### config.mk
export PLATFORM = sky130hd
export DESIGN_NAME = bisection_root_refine_core
export DESIGN_NICKNAME = d
export VERILOG_FILES = /design/src/rtl/brr_pkg.sv /design/src/rtl/bisection_root_refine_core.sv
export SDC_FILE = /design/constraint.sdc
export NUM_CORES = 2
export LEC_CHECK = 0
export ABC_AREA = 1
export BUFFER_PORTS_ARGS = -buffer_cell sky130_fd_sc_hd__buf_2
export CORE_MARGIN = 3
export CORE_UTILIZATION = 30
export DETAILED_ROUTE_END_ITERATION = 10
export PLACE_DENSITY = 0.43
export SLEW_MARGIN = 30
export SYNTH_ARGS = -nofsm -noshare
export SYNTH_HDL_FRONTEND = slang
export SYNTH_SLANG_ARGS = --single-unit
### constraint.sdc
create_clock -name clk -period 8.2 [get_ports clk]
set_input_delay 0.82 -clock clk [delete_from_list [all_inputs] [get_ports clk]]
set_output_delay 0.82 -clock clk [all_outputs]
set_load 0.005 [all_outputs]
### src/rtl/brr_pkg.sv
// Package for the bisection root refine core: widths, accumulator limit and
// the Horner coefficient table of the fixed quintic. No dependencies.
package brr_pkg;

    localparam int FRAC_BITS = 16;
    localparam int INT_BITS  = 8;
    localparam int VAL_W     = INT_BITS + FRAC_BITS;
    localparam int TOL_W     = VAL_W - 1;
    localparam int ACC_W     = 64;
    localparam int HALF_W    = ACC_W / 2;
    localparam int MUL_A_W   = HALF_W + 1;
    localparam int MUL_P_W   = MUL_A_W + VAL_W;
    localparam int PROD_W    = ACC_W + VAL_W;
    localparam int NUM_STEPS = 5;
    localparam int STEP_W    = $clog2(NUM_STEPS);

    localparam logic [TOL_W-1:0] TOL_RESET = TOL_W'(7);

    localparam logic signed [ACC_W-1:0] ACC_LIM = ACC_W'(64'sh4000_0000_0000_0000);
    localparam logic signed [ACC_W-1:0] ACC_ONE = ACC_W'(64'sd1) <<< FRAC_BITS;

    // coefficients after the leading one, scaled to Q.FRAC_BITS
    function automatic logic signed [ACC_W-1:0] brr_coef(input logic [STEP_W-1:0] step);
        logic signed [ACC_W-1:0] c;
        case (step)
            STEP_W'(0): c = -ACC_W'(64'sd3);
            STEP_W'(1): c = -ACC_W'(64'sd23);
            STEP_W'(2): c = ACC_W'(64'sd51);
            STEP_W'(3): c = ACC_W'(64'sd94);
            STEP_W'(4): c = -ACC_W'(64'sd120);
            default:    c = '0;
        endcase
        return c <<< FRAC_BITS;
    endfunction

endpackage

### src/rtl/bisection_root_refine_core.sv
// Bisection root refine core: top level with sequencer and one shared
// multiplier for the Horner evaluation. Depends on brr_pkg.
//
// Usage:
//   Slave stream carries one interval per transfer: left_end in
//   s_axis_tdata[23:0], right_end in s_axis_tdata[47:24], signed Q8.16.
//   Master stream returns the midpoint of the final interval in
//   m_axis_tdata[23:0]. cfg_wen/cfg_wdata write the stop width
//   (tolerance, LSB units, zero acts as one); the user must write it only
//   while the core is idle, as the core itself does not enforce this.
//   Each polynomial evaluation is five Horner steps, each a low half
//   multiply, high half multiply, shift/clamp and coefficient add, on
//   one 33x24 multiplier. The sign of f at the left end is kept, so
//   each halving costs one evaluation plus a compare step. While the
//   core works, s_axis_tready is low. A result waits in the output
//   register while the receiver stalls; the next interval is taken
//   meanwhile, and its result is held back until the register is free.
//   Reset (rst_n low, asynchronous) returns to idle, drops m_axis_tvalid
//   and sets tolerance to 7.
module bisection_root_refine_core
    import brr_pkg::*;
(
    input  logic              clk,
    input  logic              rst_n,
    input  logic              cfg_wen,
    input  logic [TOL_W-1:0]  cfg_wdata,       // tolerance
    input  logic              s_axis_tvalid,
    output logic              s_axis_tready,
    input  logic [2*VAL_W-1:0] s_axis_tdata,   // left_end, right_end
    output logic              m_axis_tvalid,
    input  logic              m_axis_tready,
    output logic [VAL_W-1:0]  m_axis_tdata     // root_estimate
);

    typedef enum logic [2:0] {
        ST_IDLE,
        ST_MUL_LO,
        ST_MUL_HI,
        ST_SUM,
        ST_ADD,
        ST_CHECK,
        ST_OUT
    } state_t;

    state_t                    state_reg, state_next;
    logic [TOL_W-1:0]          tol_reg, tol_next;
    logic signed [VAL_W-1:0]   a_reg, a_next;
    logic signed [VAL_W-1:0]   b_reg, b_next;
    logic signed [VAL_W-1:0]   x_reg, x_next;
    logic signed [ACC_W-1:0]   acc_reg, acc_next;
    logic signed [ACC_W-1:0]   t_reg, t_next;
    logic signed [MUL_P_W-1:0] plo_reg, plo_next;
    logic signed [MUL_P_W-1:0] phi_reg, phi_next;
    logic [STEP_W-1:0]         step_reg, step_next;
    logic                      eval_a_reg, eval_a_next;
    logic                      fa_neg_reg, fa_neg_next;
    logic                      fa_pos_reg, fa_pos_next;
    logic                      mv_reg, mv_next;
    logic [VAL_W-1:0]          md_reg, md_next;

    logic signed [VAL_W:0]     sum_ab;
    logic signed [VAL_W:0]     diff_ab;
    logic [VAL_W:0]            abs_w;
    logic [TOL_W-1:0]          tol_eff;
    logic signed [VAL_W-1:0]   mid;
    logic signed [MUL_A_W-1:0] mul_a;
    logic signed [MUL_P_W-1:0] mul_p;
    logic signed [PROD_W-1:0]  prod;
    logic signed [PROD_W-1:0]  prod_sh;
    logic signed [PROD_W-1:0]  prod_lim;
    logic signed [ACC_W:0]     add_sum;
    logic signed [ACC_W:0]     add_lim;
    logic signed [ACC_W-1:0]   add_res;
    logic                      res_neg;
    logic                      res_pos;
    logic                      replace_a;

    assign s_axis_tready = (state_reg == ST_IDLE);
    assign m_axis_tvalid = mv_reg;
    assign m_axis_tdata  = md_reg;

    always_comb
    begin
        sum_ab  = {a_reg[VAL_W-1], a_reg} + {b_reg[VAL_W-1], b_reg};
        diff_ab = {b_reg[VAL_W-1], b_reg} - {a_reg[VAL_W-1], a_reg};
        abs_w   = diff_ab[VAL_W] ? unsigned'(-diff_ab) : unsigned'(diff_ab);
        tol_eff = (tol_reg == '0) ? TOL_W'(1) : tol_reg;
        mid     = sum_ab[VAL_W:1];

        // shared multiplier: unsigned low half or signed high half of acc
        if (state_reg == ST_MUL_LO)
            mul_a = {1'b0, acc_reg[HALF_W-1:0]};
        else
            mul_a = {acc_reg[ACC_W-1], acc_reg[ACC_W-1:HALF_W]};
        mul_p = mul_a * x_reg;

        prod     = (PROD_W'(phi_reg) <<< HALF_W) + PROD_W'(plo_reg);
        prod_sh  = prod >>> FRAC_BITS;
        prod_lim = PROD_W'(ACC_LIM);

        add_sum = (ACC_W+1)'(t_reg) + (ACC_W+1)'(brr_coef(step_reg));
        add_lim = (ACC_W+1)'(ACC_LIM);
        if (add_sum > add_lim)
            add_res = ACC_LIM;
        else if (add_sum < -add_lim)
            add_res = -ACC_LIM;
        else
            add_res = add_sum[ACC_W-1:0];
        res_neg   = add_res[ACC_W-1];
        res_pos   = !add_res[ACC_W-1] && (add_res != '0);
        replace_a = res_neg ? fa_neg_reg : fa_pos_reg;
    end

    always_comb
    begin
        state_next  = state_reg;
        tol_next    = cfg_wen ? cfg_wdata : tol_reg;
        a_next      = a_reg;
        b_next      = b_reg;
        x_next      = x_reg;
        acc_next    = acc_reg;
        t_next      = t_reg;
        plo_next    = plo_reg;
        phi_next    = phi_reg;
        step_next   = step_reg;
        eval_a_next = eval_a_reg;
        fa_neg_next = fa_neg_reg;
        fa_pos_next = fa_pos_reg;
        mv_next     = mv_reg && !m_axis_tready;
        md_next     = md_reg;

        case (state_reg)
            ST_IDLE:
            begin
                if (s_axis_tvalid)
                begin
                    a_next      = s_axis_tdata[VAL_W-1:0];
                    b_next      = s_axis_tdata[2*VAL_W-1:VAL_W];
                    x_next      = s_axis_tdata[VAL_W-1:0];
                    acc_next    = ACC_ONE;
                    step_next   = '0;
                    eval_a_next = 1'b1;
                    state_next  = ST_MUL_LO;
                end
            end
            ST_MUL_LO:
            begin
                plo_next   = mul_p;
                state_next = ST_MUL_HI;
            end
            ST_MUL_HI:
            begin
                phi_next   = mul_p;
                state_next = ST_SUM;
            end
            ST_SUM:
            begin
                if (prod_sh > prod_lim)
                    t_next = ACC_LIM;
                else if (prod_sh < -prod_lim)
                    t_next = -ACC_LIM;
                else
                    t_next = prod_sh[ACC_W-1:0];
                state_next = ST_ADD;
            end
            ST_ADD:
            begin
                acc_next = add_res;
                if (step_reg == STEP_W'(NUM_STEPS - 1))
                begin
                    state_next = ST_CHECK;
                    if (eval_a_reg || replace_a)
                    begin
                        fa_neg_next = res_neg;
                        fa_pos_next = res_pos;
                    end
                    if (!eval_a_reg)
                    begin
                        if (replace_a)
                            a_next = x_reg;
                        else
                            b_next = x_reg;
                    end
                end
                else
                begin
                    step_next  = step_reg + STEP_W'(1);
                    state_next = ST_MUL_LO;
                end
            end
            ST_CHECK:
            begin
                if (abs_w <= (VAL_W+1)'(tol_eff))
                    state_next = ST_OUT;
                else
                begin
                    x_next      = mid;
                    acc_next    = ACC_ONE;
                    step_next   = '0;
                    eval_a_next = 1'b0;
                    state_next  = ST_MUL_LO;
                end
            end
            ST_OUT:
            begin
                if (!mv_reg || m_axis_tready)
                begin
                    mv_next    = 1'b1;
                    md_next    = mid;
                    state_next = ST_IDLE;
                end
            end
            default:
            begin
                state_next = ST_IDLE;
            end
        endcase
    end

    always_ff @(posedge clk or negedge rst_n)
    begin
        if (!rst_n)
        begin
            state_reg  <= ST_IDLE;
            tol_reg    <= TOL_RESET;
            mv_reg     <= 1'b0;
            step_reg   <= '0;
            eval_a_reg <= 1'b0;
            fa_neg_reg <= 1'b0;
            fa_pos_reg <= 1'b0;
        end
        else
        begin
            state_reg  <= state_next;
            tol_reg    <= tol_next;
            mv_reg     <= mv_next;
            step_reg   <= step_next;
            eval_a_reg <= eval_a_next;
            fa_neg_reg <= fa_neg_next;
            fa_pos_reg <= fa_pos_next;
        end
    end

    always_ff @(posedge clk)
    begin
        a_reg   <= a_next;
        b_reg   <= b_next;
        x_reg   <= x_next;
        acc_reg <= acc_next;
        t_reg   <= t_next;
        plo_reg <= plo_next;
        phi_reg <= phi_next;
        md_reg  <= md_next;
    end

endmodule

==> metrics.csv <==
stage,metric,value,unit
finish,layout net count,8049,
worst_setup_path,WP data arrival,8.38,ns
yosys,Unique masters post-synth,62,
worst_setup_path,CP most frequent cell,fa_1,
clock_tree,clk sinks,354,
worst_setup_path,Critical Path Fanout Max,16,
yosys,Synth Cell Area,52400,sq um
clock_tree,clock buffer depth,3,
route,Residual DRC,0,
route,routed len/inst,20.9,um
die,Die Y,424,um
finish,Area growth syn-to-layout,15.6,%
yosys,Syn Area/Cell,8.08,sq um
yosys,Mapped Cells,6492,
timing,final worst path period need,8.02,ns
worst_setup_path,"slowest stage delay, CP",0.55,ns
placed_design,GPL Wtd Cong,0.891,
die,die width,424,um
clock_tree,clk slew on worst S/H paths,0.06,ns
global_routing,GRT Residual Overflow,0,
route,routed vias/inst,4.68,
hold_path,worst hold path class,in2async,
global_routing,initial antenna violation count,9,
worst_setup_path,family with the most delay on the worst path,adder cells,
die,Initial Util,30.4,%
global_routing,vias in the first global route,44400,
clock_tree,H-tree Lvls,2,
worst_setup_path,CP bufs+invs,11,
yosys,cell with the most instances after synthesis,nand2_1,
timing,Worst Max-Slew Pin Slew,0.932,ns
placed_design,Port Buffer Count,101,
clock_tree,worst-skew pair later-pin latency,0.63,ns
finish,Final Util,35.1,%
yosys,top cell type's share of synthesized area,30.9,%
route,final wirelength,192000,um
finish,number of filler cells placed in the layout,18400,
yosys,ranking of synthesized cells by area,"fa_1 31%, edfxtp_1 18%, nand2_1 10%",
timing,Max-Slew Margin vs Limit,37.9,%
timing,worst clock skew,0.0405,ns
worst_setup_path,crit path launch type,flop,
die,Die Area,180000,sq um
finish,area of the multi-input gates,36400,sq um
worst_setup_path,Crit. End Element,flop,
route,DRT Pass-1 Iters,6,
finish,proportion of layout cells with a drive suffix above 1,11.2,%
flow_run,max-cap viol count,0,
timing,RSZ-0062 raised after global routing,true,
finish,Reg area,10500,sq um
worst_setup_path,critical path's slowest cell,fa_1,
placed_design,post-DP HPWL,164000,um
worst_setup_path,Setup CP Type,reg2reg,
timing,maximum clock rate,0.125,GHz
clock_tree,CTS tree,yes,
route,antenna violation net count after detailed routing,0,
timing,final period utilization,97.8,%
yosys,Mapped Nets,7709,
yosys,Async SR Flop Fraction,9.32,%
route,number of DRC markers in iteration 0,3060,
yosys,Post-synth top cells,"1397 x nand2_1, 1396 x inv_1, 883 x nor2_1",
die,Placeable Area,173000,sq um
global_routing,total track usage,21.3,%
run_status,status,"complete, no violations",
clock_tree,clock buffer count from CTS,43,
timing,Fin. Hold Viols,0,
clock_tree,clk root buf,clkbuf_16,
yosys,Synth Flop Type,edfxtp_1,
global_routing,largest net degree at the start of global routing,66,
yosys,register area share after synthesis,20.0,%
yosys,Synth Register Bits,354,
global_routing,first-pass GRT wire length,287000,um
die,# rows,152,
yosys,"EDFF count, synth",321,
die,I/O pins,102,
yosys,largest area contributor in the netlist,fa_1,
worst_setup_path,WP data required,8.56,ns
timing,Setup Viol. Count Final,0,
route,vias,43000,
yosys,Ys Warns,0,
clock_tree,CTS Hold Bufs,0,
timing,fin. max-slew vios,0,
## cell usage in the layout, fill, tap and decap left out, types with 32 or more instances in the layout
master and n:
fa_1 800, clkbuf_16 49, nand4_1 55, xnor2_1 69, nor2_2 35, buf_12 38
nand2_1 1386, nor2_1 874, or2_2 32, buf_4 327, o21ai_0 201, buf_2 101
xor2_1 130, nand3_1 98, a21oi_1 228, ha_1 326, edfxtp_1 321, inv_1 1371
## worst paths after layout
| kind | start | endpoint | slack, ns | cells past startpoint |
|---|---|---|---|---|
| max | state_reg[0]$_DFFE_PN0P_ | plo_reg[56]$_DFFE_PP_ | 0.18 | 36 |
| min | rst_n | state_reg[2]$_DFFE_PN0P_ | 0.27 | 1 |
| max reg2reg | state_reg[0]$_DFFE_PN0P_ | plo_reg[56]$_DFFE_PP_ | 0.18 | 36 |
| min reg2reg | fa_pos_reg$_DFFE_PN0P_ | fa_pos_reg$_DFFE_PN0P_ | 0.48 | 2 |
| max in group asynchronous | rst_n | tol_reg[9]$_DFFE_PN0P_ | 7.43 | 1 |
| min in group clk | m_axis_tready | m_axis_tvalid$_DFF_PN0_ | 0.40 | 2 |
## through the flow
stage,cells,cell area (sq um),worst slack [ns],hold WS (ns),TNS (ns)
6_report,9177,60600,0.179,0.272,0
5_1_grt,9177,60600,-0.0882,0.313,-0.355
4_1_cts,9142,59600,0.000870,0.249,0
3_5_place_dp,9063,58200,-0.332,0.469,-1.83
3_3_place_gp,9063,58200,-0.449,0.458,-3.76
2_1_floorplan,6492,52400,0.0577,0.444,0
## area by class of cell
class	count	share of cell area [%]
antenna	1	0.00413
clock buffer	53	1.89
clock inverter	26	0.413
inverter	1407	8.80
multi-input combinational	4530	60.0
sequential	354	17.3
tap	2310	4.77
timing repair buffer	496	6.84
## routing by layer
metal,part of all wire (%),routed length (um),track usage (%)
met1,46,88800,30.2
met3,4.5,8570,1.82
met2,47,90700,35.5
met4,1.9,3740,3.99
met5,0,0,0
## worst register-to-register path, delay by kind of cell, from the launching register on
kind	cells	cell delay, ns
fa+ha+maj	8	3.91
simple gates	11	1.44
buf+inv	11	1.21
compound gates	5	0.66
flops	1	0.38
xor+xnor	1	0.15
## logic make-up (layout without fill, tap and decap cells)
kind of cell    after synthesis  in the layout  synth area share [%]
compound gates              604            604                  6.39
xor+xnor                    201            201                  3.39
fa+ha+maj                  1141           1141                  38.8
buf+inv                    1608           1982                  11.7
flops                       354            354                  20.0
other cells                   0              1                     0
simple gates               2584           2584                  19.7
## timing repair
action	4_1_cts	5_1_grt
pin swaps	0	61
setup endpoints to repair	21	43
gates cloned	0	4
resized for setup	18	151
buffers inserted	0	29
Power is not shown: default switching activity piles up to over one toggle a cycle in this logic, so the estimate is an artifact.
